### src/rtl/hsv2rgb_pkg.sv
`timescale 1ns / 1ps

package hsv2rgb_pkg;

    // Channel size and the fixed-point constants that follow from it.
    localparam int CHANNEL_BITS = 8;
    localparam int HUE_W        = 9;

    localparam longint unsigned MAXV       = (64'd1 << CHANNEL_BITS) - 64'd1;
    localparam longint unsigned SECTOR_DEG = 60;
    localparam longint unsigned FULL_TURN  = 360;
    localparam int              FRAC_W     = $clog2(SECTOR_DEG + 1);

    // Denominator of q and t, and the rounding offsets (half the divisor).
    localparam longint unsigned DEN_Q  = SECTOR_DEG * MAXV;
    localparam int              DEN_W  = $clog2(DEN_Q + 1);
    localparam longint unsigned HALF_P = MAXV / 2;
    localparam longint unsigned HALF_Q = DEN_Q / 2;

    // Numerator widths, rounding offset included.
    localparam int NUM_P_W = $clog2(MAXV * MAXV + HALF_P + 1);
    localparam int NUM_Q_W = $clog2(MAXV * DEN_Q + HALF_Q + 1);

    // Reciprocal constants. With a shift of the numerator width plus the
    // divisor's bit length, the rounded-up reciprocal gives an exact floor.
    localparam int              SHIFT_P   = NUM_P_W + $clog2(MAXV);
    localparam int              SHIFT_Q   = NUM_Q_W + $clog2(DEN_Q);
    localparam longint unsigned RECIP_P   = ((64'd1 << SHIFT_P) + MAXV - 64'd1) / MAXV;
    localparam longint unsigned RECIP_Q   = ((64'd1 << SHIFT_Q) + DEN_Q - 64'd1) / DEN_Q;
    localparam int              RECIP_P_W = $clog2(RECIP_P + 1);
    localparam int              RECIP_Q_W = $clog2(RECIP_Q + 1);

    // Hue sectors of sixty degrees each.
    typedef enum logic [2:0] {
        SECT_RY = 3'd0,
        SECT_YG = 3'd1,
        SECT_GC = 3'd2,
        SECT_CB = 3'd3,
        SECT_BM = 3'd4,
        SECT_MR = 3'd5
    } sector_t;

    typedef struct packed {
        logic [HUE_W-1:0]        hue;
        logic [CHANNEL_BITS-1:0] saturation;
        logic [CHANNEL_BITS-1:0] brightness;
    } hsv_word_t;

    typedef struct packed {
        logic [CHANNEL_BITS-1:0] red;
        logic [CHANNEL_BITS-1:0] green;
        logic [CHANNEL_BITS-1:0] blue;
    } rgb_word_t;

    typedef struct packed {
        sector_t                 sector;
        logic [FRAC_W-1:0]       frac;
        logic [CHANNEL_BITS-1:0] sat;
        logic [CHANNEL_BITS-1:0] val;
    } sect_word_t;

    typedef struct packed {
        sector_t                 sector;
        logic [CHANNEL_BITS-1:0] val;
        logic [NUM_P_W-1:0]      num_p;
        logic [NUM_Q_W-1:0]      num_q;
        logic [NUM_Q_W-1:0]      num_t;
    } num_word_t;

    typedef struct packed {
        sector_t                 sector;
        logic [CHANNEL_BITS-1:0] val;
        logic [CHANNEL_BITS-1:0] lev_p;
        logic [CHANNEL_BITS-1:0] lev_q;
        logic [CHANNEL_BITS-1:0] lev_t;
    } lev_word_t;

endpackage

### src/rtl/hsv2rgb_sector.sv
`timescale 1ns / 1ps

module hsv2rgb_sector
(
    input  logic                   clk,
    input  logic                   rst_n,
    input  logic                   up_valid,
    output logic                   up_ready,
    input  hsv2rgb_pkg::hsv_word_t up_word,
    output logic                   dn_valid,
    input  logic                   dn_ready,
    output hsv2rgb_pkg::sect_word_t dn_word
);
    import hsv2rgb_pkg::*;

    logic [HUE_W-1:0] hue_wrap;
    logic [HUE_W-1:0] base;
    logic [HUE_W-1:0] offset;
    sector_t          sector;
    sect_word_t       word_next;
    sect_word_t       word_reg;
    logic             valid_reg;

    // A hue of a full turn or more counts as zero degrees.
    assign hue_wrap = (up_word.hue >= HUE_W'(FULL_TURN)) ? '0 : up_word.hue;

    always_comb
    begin
        if (hue_wrap >= HUE_W'(5 * SECTOR_DEG))
        begin
            sector = SECT_MR;
            base   = HUE_W'(5 * SECTOR_DEG);
        end
        else if (hue_wrap >= HUE_W'(4 * SECTOR_DEG))
        begin
            sector = SECT_BM;
            base   = HUE_W'(4 * SECTOR_DEG);
        end
        else if (hue_wrap >= HUE_W'(3 * SECTOR_DEG))
        begin
            sector = SECT_CB;
            base   = HUE_W'(3 * SECTOR_DEG);
        end
        else if (hue_wrap >= HUE_W'(2 * SECTOR_DEG))
        begin
            sector = SECT_GC;
            base   = HUE_W'(2 * SECTOR_DEG);
        end
        else if (hue_wrap >= HUE_W'(SECTOR_DEG))
        begin
            sector = SECT_YG;
            base   = HUE_W'(SECTOR_DEG);
        end
        else
        begin
            sector = SECT_RY;
            base   = '0;
        end
    end

    assign offset = hue_wrap - base;

    always_comb
    begin
        word_next.sector = sector;
        word_next.frac   = offset[FRAC_W-1:0];
        word_next.sat    = up_word.saturation;
        word_next.val    = up_word.brightness;
    end

    assign up_ready = !valid_reg || dn_ready;

    always_ff @(posedge clk or negedge rst_n)
    begin
        if (!rst_n)
        begin
            valid_reg <= 1'b0;
        end
        else if (up_ready)
        begin
            valid_reg <= up_valid;
        end
    end

    always_ff @(posedge clk)
    begin
        if (up_valid && up_ready)
        begin
            word_reg <= word_next;
        end
    end

    assign dn_valid = valid_reg;
    assign dn_word  = word_reg;

    a_frac_in_sector: assert property (@(posedge clk) disable iff (!rst_n)
        valid_reg |-> (word_reg.frac < FRAC_W'(SECTOR_DEG)))
        else $error("sector offset out of range");

endmodule

### src/rtl/hsv2rgb_numer.sv
`timescale 1ns / 1ps

module hsv2rgb_numer
(
    input  logic                    clk,
    input  logic                    rst_n,
    input  logic                    up_valid,
    output logic                    up_ready,
    input  hsv2rgb_pkg::sect_word_t up_word,
    output logic                    dn_valid,
    input  logic                    dn_ready,
    output hsv2rgb_pkg::num_word_t  dn_word
);
    import hsv2rgb_pkg::*;

    typedef struct packed {
        sector_t                 sector;
        logic [CHANNEL_BITS-1:0] val;
        logic [CHANNEL_BITS-1:0] diff_p;
        logic [DEN_W-1:0]        diff_q;
        logic [DEN_W-1:0]        diff_t;
    } diff_word_t;

    logic [DEN_W-1:0] sat_frac;
    logic [DEN_W-1:0] sat_rest;
    diff_word_t       diff_next;
    diff_word_t       diff_reg;
    logic             diff_valid_reg;
    logic             diff_ready;
    num_word_t        num_next;
    num_word_t        num_reg;
    logic             num_valid_reg;

    // First stage: the saturation terms that scale v for p, q and t.
    assign sat_frac = DEN_W'(up_word.sat) * DEN_W'(up_word.frac);
    assign sat_rest = DEN_W'(up_word.sat) * (DEN_W'(SECTOR_DEG) - DEN_W'(up_word.frac));

    always_comb
    begin
        diff_next.sector = up_word.sector;
        diff_next.val    = up_word.val;
        diff_next.diff_p = CHANNEL_BITS'(MAXV) - up_word.sat;
        diff_next.diff_q = DEN_W'(DEN_Q) - sat_frac;
        diff_next.diff_t = DEN_W'(DEN_Q) - sat_rest;
    end

    // Second stage: numerators with half the divisor added for rounding.
    always_comb
    begin
        num_next.sector = diff_reg.sector;
        num_next.val    = diff_reg.val;
        num_next.num_p  = NUM_P_W'(diff_reg.val) * NUM_P_W'(diff_reg.diff_p)
                          + NUM_P_W'(HALF_P);
        num_next.num_q  = NUM_Q_W'(diff_reg.val) * NUM_Q_W'(diff_reg.diff_q)
                          + NUM_Q_W'(HALF_Q);
        num_next.num_t  = NUM_Q_W'(diff_reg.val) * NUM_Q_W'(diff_reg.diff_t)
                          + NUM_Q_W'(HALF_Q);
    end

    assign up_ready   = !diff_valid_reg || diff_ready;
    assign diff_ready = !num_valid_reg || dn_ready;

    always_ff @(posedge clk or negedge rst_n)
    begin
        if (!rst_n)
        begin
            diff_valid_reg <= 1'b0;
            num_valid_reg  <= 1'b0;
        end
        else
        begin
            if (up_ready)
            begin
                diff_valid_reg <= up_valid;
            end
            if (diff_ready)
            begin
                num_valid_reg <= diff_valid_reg;
            end
        end
    end

    always_ff @(posedge clk)
    begin
        if (up_valid && up_ready)
        begin
            diff_reg <= diff_next;
        end
        if (diff_valid_reg && diff_ready)
        begin
            num_reg <= num_next;
        end
    end

    assign dn_valid = num_valid_reg;
    assign dn_word  = num_reg;

endmodule

### src/rtl/hsv2rgb_recip.sv
`timescale 1ns / 1ps

module hsv2rgb_recip
(
    input  logic                   clk,
    input  logic                   rst_n,
    input  logic                   up_valid,
    output logic                   up_ready,
    input  hsv2rgb_pkg::num_word_t up_word,
    output logic                   dn_valid,
    input  logic                   dn_ready,
    output hsv2rgb_pkg::lev_word_t dn_word
);
    import hsv2rgb_pkg::*;

    localparam int PROD_P_W = NUM_P_W + RECIP_P_W;
    localparam int PROD_Q_W = NUM_Q_W + RECIP_Q_W;

    logic [PROD_P_W-1:0] prod_p;
    logic [PROD_Q_W-1:0] prod_q;
    logic [PROD_Q_W-1:0] prod_t;
    lev_word_t           word_next;
    lev_word_t           word_reg;
    logic                valid_reg;

    // Division by a constant as a multiplication by its reciprocal; the shift
    // is wide enough that the quotient is the exact floor for every numerator.
    assign prod_p = PROD_P_W'(up_word.num_p) * PROD_P_W'(RECIP_P);
    assign prod_q = PROD_Q_W'(up_word.num_q) * PROD_Q_W'(RECIP_Q);
    assign prod_t = PROD_Q_W'(up_word.num_t) * PROD_Q_W'(RECIP_Q);

    always_comb
    begin
        word_next.sector = up_word.sector;
        word_next.val    = up_word.val;
        word_next.lev_p  = prod_p[SHIFT_P +: CHANNEL_BITS];
        word_next.lev_q  = prod_q[SHIFT_Q +: CHANNEL_BITS];
        word_next.lev_t  = prod_t[SHIFT_Q +: CHANNEL_BITS];
    end

    assign up_ready = !valid_reg || dn_ready;

    always_ff @(posedge clk or negedge rst_n)
    begin
        if (!rst_n)
        begin
            valid_reg <= 1'b0;
        end
        else if (up_ready)
        begin
            valid_reg <= up_valid;
        end
    end

    always_ff @(posedge clk)
    begin
        if (up_valid && up_ready)
        begin
            word_reg <= word_next;
        end
    end

    assign dn_valid = valid_reg;
    assign dn_word  = word_reg;

    // p is the smallest level and v the largest; q and t lie between them.
    a_level_order: assert property (@(posedge clk) disable iff (!rst_n)
        valid_reg |-> (word_reg.lev_p <= word_reg.lev_q) && (word_reg.lev_p <= word_reg.lev_t)
                      && (word_reg.lev_q <= word_reg.val) && (word_reg.lev_t <= word_reg.val))
        else $error("intermediate levels out of order");

    a_stage_advance: assert property (@(posedge clk) disable iff (!rst_n)
        (up_valid && up_ready) |=> valid_reg)
        else $error("accepted word lost in reciprocal stage");

endmodule

### src/rtl/hsv_to_rgb_pixel_top.sv
`timescale 1ns / 1ps
// HSV to RGB pixel converter, five register stages deep.
// Each word passes through the sector, saturation-term, numerator, reciprocal and output
// registers in that order; an output-side stall can hold it in any of them.
// One word per clock unless stalled; every stage is a single register with its own valid bit.
// Reset (rst_n, asynchronous, active low) clears only the valid bits, not the data.

module hsv_to_rgb_pixel_top
(
    input  logic                   clk,
    input  logic                   rst_n,
    input  logic                   pix_hsv_valid,
    output logic                   pix_hsv_ready,
    input  hsv2rgb_pkg::hsv_word_t pix_hsv,
    output logic                   pix_rgb_valid,
    input  logic                   pix_rgb_ready,
    output hsv2rgb_pkg::rgb_word_t pix_rgb
);
    import hsv2rgb_pkg::*;

    // Stage boundaries. Each stage is ready when it is empty or when the stage
    // after it takes its word, so bubbles close up and a stall holds every word
    // in place without loss or repetition.
    logic       sect_valid;
    logic       sect_ready;
    sect_word_t sect_word;
    logic       num_valid;
    logic       num_ready;
    num_word_t  num_word;
    logic       lev_valid;
    logic       lev_ready;
    lev_word_t  lev_word;

    rgb_word_t  rgb_next;
    rgb_word_t  rgb_reg;
    logic       rgb_valid_reg;

    // Stage one: wrap the hue and split it into a sector and an offset.
    hsv2rgb_sector u_sector
    (
        .clk      (clk),
        .rst_n    (rst_n),
        .up_valid (pix_hsv_valid),
        .up_ready (pix_hsv_ready),
        .up_word  (pix_hsv),
        .dn_valid (sect_valid),
        .dn_ready (sect_ready),
        .dn_word  (sect_word)
    );

    // Stages two and three: saturation terms, then the rounded numerators.
    hsv2rgb_numer u_numer
    (
        .clk      (clk),
        .rst_n    (rst_n),
        .up_valid (sect_valid),
        .up_ready (sect_ready),
        .up_word  (sect_word),
        .dn_valid (num_valid),
        .dn_ready (num_ready),
        .dn_word  (num_word)
    );

    // Stage four: divide by the constant denominators through reciprocals.
    hsv2rgb_recip u_recip
    (
        .clk      (clk),
        .rst_n    (rst_n),
        .up_valid (num_valid),
        .up_ready (num_ready),
        .up_word  (num_word),
        .dn_valid (lev_valid),
        .dn_ready (lev_ready),
        .dn_word  (lev_word)
    );

    // Stage five: the sector chooses which level drives each channel. Zero
    // saturation needs no special path, as p, q and t then all equal v and
    // every sector gives gray.
    always_comb
    begin
        case (lev_word.sector)
            SECT_RY:
            begin
                rgb_next.red   = lev_word.val;
                rgb_next.green = lev_word.lev_t;
                rgb_next.blue  = lev_word.lev_p;
            end
            SECT_YG:
            begin
                rgb_next.red   = lev_word.lev_q;
                rgb_next.green = lev_word.val;
                rgb_next.blue  = lev_word.lev_p;
            end
            SECT_GC:
            begin
                rgb_next.red   = lev_word.lev_p;
                rgb_next.green = lev_word.val;
                rgb_next.blue  = lev_word.lev_t;
            end
            SECT_CB:
            begin
                rgb_next.red   = lev_word.lev_p;
                rgb_next.green = lev_word.lev_q;
                rgb_next.blue  = lev_word.val;
            end
            SECT_BM:
            begin
                rgb_next.red   = lev_word.lev_t;
                rgb_next.green = lev_word.lev_p;
                rgb_next.blue  = lev_word.val;
            end
            default:
            begin
                rgb_next.red   = lev_word.val;
                rgb_next.green = lev_word.lev_p;
                rgb_next.blue  = lev_word.lev_q;
            end
        endcase
    end

    // The output register separates the two sides: a finished word may wait
    // here while the stages behind it keep filling.
    assign lev_ready = !rgb_valid_reg || pix_rgb_ready;

    always_ff @(posedge clk or negedge rst_n)
    begin
        if (!rst_n)
        begin
            rgb_valid_reg <= 1'b0;
        end
        else if (lev_ready)
        begin
            rgb_valid_reg <= lev_valid;
        end
    end

    always_ff @(posedge clk)
    begin
        if (lev_valid && lev_ready)
        begin
            rgb_reg <= rgb_next;
        end
    end

    assign pix_rgb_valid = rgb_valid_reg;
    assign pix_rgb       = rgb_reg;

    a_out_advance: assert property (@(posedge clk) disable iff (!rst_n)
        (lev_valid && lev_ready) |=> rgb_valid_reg)
        else $error("selected word not registered at the output");

    a_out_hold: assert property (@(posedge clk) disable iff (!rst_n)
        (rgb_valid_reg && !pix_rgb_ready) |=> (rgb_valid_reg && $stable(rgb_reg)))
        else $error("output word changed while stalled");

endmodule

### config.mk
export PLATFORM = sky130hd
export DESIGN_NAME = hsv_to_rgb_pixel_top
export DESIGN_NICKNAME = d
export VERILOG_FILES = /design/src/rtl/hsv2rgb_pkg.sv /design/src/rtl/hsv2rgb_sector.sv /design/src/rtl/hsv2rgb_numer.sv /design/src/rtl/hsv2rgb_recip.sv /design/src/rtl/hsv_to_rgb_pixel_top.sv
export SDC_FILE = /design/constraint.sdc
export NUM_CORES = 2
export LEC_CHECK = 0
export BUFFER_PORTS_ARGS = -buffer_cell sky130_fd_sc_hd__buf_2
export CORE_MARGIN = 1.5
export CORE_UTILIZATION = 40
export DETAILED_ROUTE_END_ITERATION = 6
export GPL_TIMING_DRIVEN = 0
export PLACE_DENSITY = 0.58
export RECOVER_POWER = 100
export REMOVE_ABC_BUFFERS = 1
export SYNTH_ARGS = -nofsm -noshare
export SYNTH_HDL_FRONTEND = slang
export SYNTH_SLANG_ARGS = --single-unit
### constraint.sdc
create_clock -name clk -period 5.5 [get_ports clk]
set_input_delay 0.275 -clock clk [delete_from_list [all_inputs] [get_ports clk]]
set_output_delay 0.275 -clock clk [all_outputs]
set_load 0.005 [all_outputs]
======== After elaboration in Yosys (flattened, before gate mapping) ========
Cells that the tools add are included.
storage, ports and cells
  bits in registers ....................... 207
  output and inout bits ................... 26
cells by class
  multiplexer cells ....................... 11
  equality and inequality tests ........... 4
  $mul .................................... 8
  $lt $le $gt $ge ......................... 6
  reduce and logical (&&, ||, !) cells .... 17
  add/sub/neg operators ................... 8
operator list
  kind                                                 count
  case mux 24 bit (5 select lines)                     1
  multiplier 22 x 22 -> 43 bit, second input constant  2
  adder 22 x 13 -> 22 bit, second input constant       2
  multiplier 8 x 14 -> 22 bit                          2
  multiplier 16 x 16 -> 31 bit, second input constant  1
  2-to-1 mux 6 bit                                     5
  subtractor 14 bit, first input constant              2
  >= comparator 9 x 8 -> 1 bit, second input constant  2
  >= comparator 9 bit, second input constant           2
  adder 16 x 7 -> 16 bit, second input constant        1
  multiplier 8 x 8 -> 16 bit                           1
  multiplier 8 x 14 -> 14 bit                          1
  multiplier 8 x 6 -> 14 bit                           1
  >= comparator 9 x 6 -> 1 bit, second input constant  1
  >= comparator 9 x 7 -> 1 bit, second input constant  1
  2-to-1 mux 9 bit                                     1
  subtractor 8 bit, first input constant               1
  subtractor 6 x 6 -> 7 bit, first input constant      1
  == test 3 x 2 -> 1 bit, second input constant        2
  2-to-1 mux 3 bit                                     2
  subtractor 6 bit                                     1
  logical AND 1 bit                                    5
  zero test 1 bit                                      5
  logical OR 1 bit                                     5
  other kinds (5)                                      6

======== Depth between registers and ports, before layout ========
  depth after elaboration ................. 9
  depth in mapped cells ................... 22
  depth with buffers taken out ............ 21

======== Hierarchy ========
From an unflattened synthesis, not the netlist that was laid out.
unflattened totals
  cell total of the unflattened synthesis .. 3,389
  area total of the unflattened synthesis .. 34,939.8 µm²
by module, submodules not included
  module                instances  area each (µm²)  cells an instance
  hsv2rgb_numer         1          17,220.3         1,789
  hsv2rgb_recip         1          14,732.9         1,356
  hsv_to_rgb_pixel_top  1          1,759.2          158
  hsv2rgb_sector        1          1,227.4          86

======== Least setup slack after synthesis ========
OpenSTA, ideal clock, no wires.
  kind .................................... register -> register
  start point ............................. register u_numer.num_reg, in the netlist u_numer.dn_word[35]
  end point ............................... register u_recip.word_reg, in the netlist u_recip.dn_word[14], data pin
  data arrival time ....................... 5,434 ps
  library setup time ...................... 262 ps
  slack ................................... -196 ps
  cell stages (with the launch flop) ...... 22
  cells stage by stage .................... edfxtp_1 ha_1 fa_1 inv_1 fa_1 inv_1 ha_1 inv_1 fa_1 inv_1 fa_1 fa_1 ha_1 nand3_1 nor2_1 a31oi_1 a31oi_1 o21a_1 o211a_4 o41ai_4 o21bai_1 xor2_1
between the ends
  cells in the longest elaborated chain, start to end .. 1
ends and longest elaborated chain
  element                       RTL line             source
  start: declaration            hsv2rgb_numer.sv:31  num_word_t num_reg;
  start signal: assignment      hsv2rgb_numer.sv:91  num_reg <= num_next;
  multiplier 22 x 22 -> 43 bit  hsv2rgb_recip.sv:29  assign prod_q = PROD_Q_W'(up_word.num_q) * PROD_Q_W'(RECIP_Q);
  net u_recip.prod_q[42]        hsv2rgb_recip.sv:20  logic [PROD_Q_W-1:0] prod_q;
  end signal: assignment        hsv2rgb_recip.sv:59  word_reg <= word_next;
  end: declaration              hsv2rgb_recip.sv:23  lev_word_t word_reg;
The timed path passes the listed nets, and every way through them passes these cells.
A chain may end at the register's enable or synchronous reset.

======== Final worst setup path ========
  start point ............................. register u_numer.num_reg, in the netlist u_numer.dn_word[20]
  end point ............................... register u_recip.word_reg, in the netlist u_recip.dn_word[0], data pin
between the ends
  cells in the longest elaborated chain, start to end .. 1
ends and longest elaborated chain
  element                       RTL line             source
  multiplier 22 x 22 -> 43 bit  hsv2rgb_recip.sv:30  assign prod_t = PROD_Q_W'(up_word.num_t) * PROD_Q_W'(RECIP_Q);
  net u_recip.prod_t[36]        hsv2rgb_recip.sv:21  logic [PROD_Q_W-1:0] prod_t;
The timed path passes the listed nets, and every way through them passes these cells.

==> results.md <==
- Outcome: complete, but fails checks
- Violations in the final reports: capacitance limit, slew limit, setup timing
- Drt pass-1 iters: 5
- Largest net degree at the start of global routing: 63
- Crit. path cell count: 24
- GRT Total Usage: 17.5%
- Synth Area in Compound Gates: ~6.0%
- Main flop type after synthesis: edfxtp_1
- FF-to-FF setup slack: -0.51 ns
- Setup violations, final: 29
- Slew Limit Headroom: -152%
- I/O pin cnt: 55
- Worst reg2reg path depth: 24
- Cell accounting for the most synthesized area: fa_1
- Largest register FFs: 70
- Critical path peak fanout: 3
- Routed Antenna Nets: 0
- Min Clock Period, post-route: approximately 6.0 ns
- FF+latch count, synth: 205
- Depth of the CTS H-tree: 1
- Ranking of synthesized cells by area: fa_1 (29%), ha_1 (25%), edfxtp_1 (18%), inv_1 (7.5%), and2_1 (3.6%)
- Mux share of post-synthesis cell area: less than 1%
- CP Cell Sequence: buf_6 -> ha_4 -> inv_2 -> fa_1 -> inv_2 -> fa_1 -> ha_4 -> fa_2 -> fa_1 -> inv_2 -> fa_1 -> inv_2 -> ha_4 -> nand4_1 -> nor4_4 -> a21oi_1 -> o211ai_1 -> a41o_2 -> buf_6 -> a21oi_4 -> o31ai_4 -> buf_6 -> buf_6 -> xor2_1
- DR iter-0 viols: roughly 970
- FFs w/ async S/R, synth: under 10%
- Slew Limit Fails: 159
- Critical-path top delay cell: fa_1
- Most common cell after layout, fill and taps aside: inv_1
- Clock insertion delay at the later pin of the skew report: about 0.57 ns
- CORE AREA: between 80000 and 90000 µm²
- Critical path class: flop to flop
- Synth Area in XOR/XNOR: under 10%
- Max Root-Sink Buffers: 3
- Synth Area per Inst: between 10 and 15 µm²
- First-pass GRT wire length: between 100 and 150 mm
- Simple-Gate Fraction of Synth Area: 9.41%
- Startpoint Class: flop
- Fin Hold WS: about 0.043 ns
- Seq/Total Area, Yosys: between 10% and 20%
- # nets final: between 4000 and 5000
- Share of layout cells above drive strength 1: 10.7%
- F_max: between 150 and 200 MHz
- Synth warnings: 0
- Worst setup EP type: flop
- Gr ovfl total: 0
- Measured slew at the worst slew-check pin: around 3.8 ns
- Vias in the first global route: 23100
- Area post-placement: between 30000 and 40000 µm²
- WL/cell: between 15 and 20 µm
- Placement Rows: around 110
- Fillers: roughly 7700
- Synth top area share: slightly below 30%
- WL final: slightly above 70 mm
- DRC viols: 0
- Core Util, Final: 46.2%
- Area grow syn2layout: 13.9%
- Worst-path clk slew: about 0.060 ns
- Die Ht: roughly 300 µm
- Hold Fails Final Rpt: 0
- DIE WIDTH: slightly below 300 µm
- Design Area, Final: 38100 µm²
- CP Data Required Time: approximately 5.8 ns
- CTS Buf Count: 27
- WP data arrival: 6.31 ns
- Via count: between 20000 and 25000
- CP delay by family, top: adder cells
- GP Congestion: between 0.8 and 0.9
- Worst Hold Class: input port to flop
- RSZ-0062 raised after global routing: true
- Post-synthesis cell count: approximately 3200
- Die ar.: roughly 85000 µm²
- Mapped Area: 33400 µm²
- CTS root buf: clkbuf_16
- DP HPWL: 55.5 mm
- Final period utilization: 109%
- Worst path max stage delay: about 0.56 ns
- Hold path cells: 4
- Yosys cell types: 59
- Post-Synth Adder-Cell Area: 54.4%
- Largest family of logic cells by synthesized area: adder cells
- # clock sinks: 205
- Max-Cap Viols: 4
- Setup Total Neg Slack: -7.62 ns
- CTS tree: done
- Initial antenna violation count: 3
- Avg Vias per Cell: between 4 and 5
- Number of enable flip-flop cells after synthesis: 200
- Port Buffer Count: 54
- Commonest cells after routing, fill and taps aside: inv_1 (654), ha_1 (640), fa_1 (478), nand2_1 (235), edfxtp_1 (200)
- Initial Util: 40.6%
- Clk_skew: 0.0281 ns
- Final worst slack: -0.514 ns
- Buf/Inv on CP: 8
-- per-stage QoR --
step | worst slack, ns | cells
finish | -0.514 | 4460
global route | -0.636 | 4459
CTS | -0.612 | 4426
detailed placement | -1.33 | 4243
global placement | -1.29 | 4234
floorplan | -0.196 | 3110
-- cell families (layout without fill, tap and decap cells) --
kind of cell,count (synthesis),after routing
flip-flops,205,205
multiplexers,32,32
buffers and inverters,723,943
XOR/XNOR,105,105
other,0,2
AND/OR/NAND/NOR,640,640
adder cells (fa/ha/maj),1161,1161
AO/OA/AOI/OAI,302,302
-- layout make-up --
| type | instances | area, µm² | share of cell area, % |
|---|---|---|---|
| Inverter | 665 | 2500 | 6.57 |
| Timing Repair Buffer | 229 | 1860 | 4.89 |
| Clock inverter | 19 | 144 | 0.378 |
| Antenna cell | 2 | 5.00 | 0.0131 |
| Multi-Input combinational cell | 2240 | 25400 | 66.7 |
| Sequential cell | 205 | 6130 | 16.1 |
| Tap cell | 1070 | 1340 | 3.52 |
| Clock buffer | 30 | 687 | 1.80 |
-- cells in the mapped netlist, types with 10 or more instances --
master,number
a21o_1,28
a21oi_1,108
and2_1,192
buf_1,10
clkbuf_1,48
edfxtp_1,200
fa_1,487
ha_1,674
inv_1,665
mux2i_1,24
nand2_1,239
nand2b_1,12
nand3_1,21
nor2_1,97
nor2b_1,19
nor3_1,17
o21a_1,12
o21ai_0,51
o21bai_1,15
xnor2_1,81
xor2_1,24
-- worst reg2reg max path, delay by kind of cell (launching register included) --
family          cells  cell delay (ns)
compound gates      5             0.86
xor+xnor            1             0.13
flops               1             0.49
simple gates        2             0.16
fa+ha+maj           8             3.35
buf+inv             8             0.77
-- metal layers --
layer | GRT usage [%] | wire (µm) | part of all wire (%) | up-vias
li1 | - | - | - | 10700
met4 | 4.09 | 1560 | 2.2 | 0
met2 | 28.5 | 33200 | 46 | 261
met5 | 0 | 0 | 0 | -
met3 | 1.96 | 2350 | 3.3 | 76
met1 | 25.1 | 35200 | 49 | 11000
-- repair_timing --
item / CTS / global route
gates resized for setup: 96 / 59
hold buffers: 20 / 0
pin swaps: 61 / 73
endpoints found under the hold margin: 24 / 0
endpoints found under the setup margin: 36 / 22
setup buffers: 114 / 30
-- worst paths after layout --
kind	start	end
max in group asynchronous	rst_n	u_sector.dn_valid$_DFFE_PN0N_
max	u_numer.dn_word[20]$_DFFE_PP_	u_recip.dn_word[0]$_DFFE_PP_
min in group asynchronous	rst_n	u_numer.diff_valid_reg$_DFFE_PN0P_
min reg2reg	u_sector.dn_word[3]$_DFFE_PP_	u_numer.diff_reg[39]$_DFFE_PP_
max reg2reg	u_numer.dn_word[20]$_DFFE_PP_	u_recip.dn_word[0]$_DFFE_PP_
min	pix_rgb_ready	u_recip.dn_valid$_DFFE_PN0P_
Power is left out: the tool's default activity adds up to more than one toggle a clock period on the data nets, which glitch-free logic cannot reach.
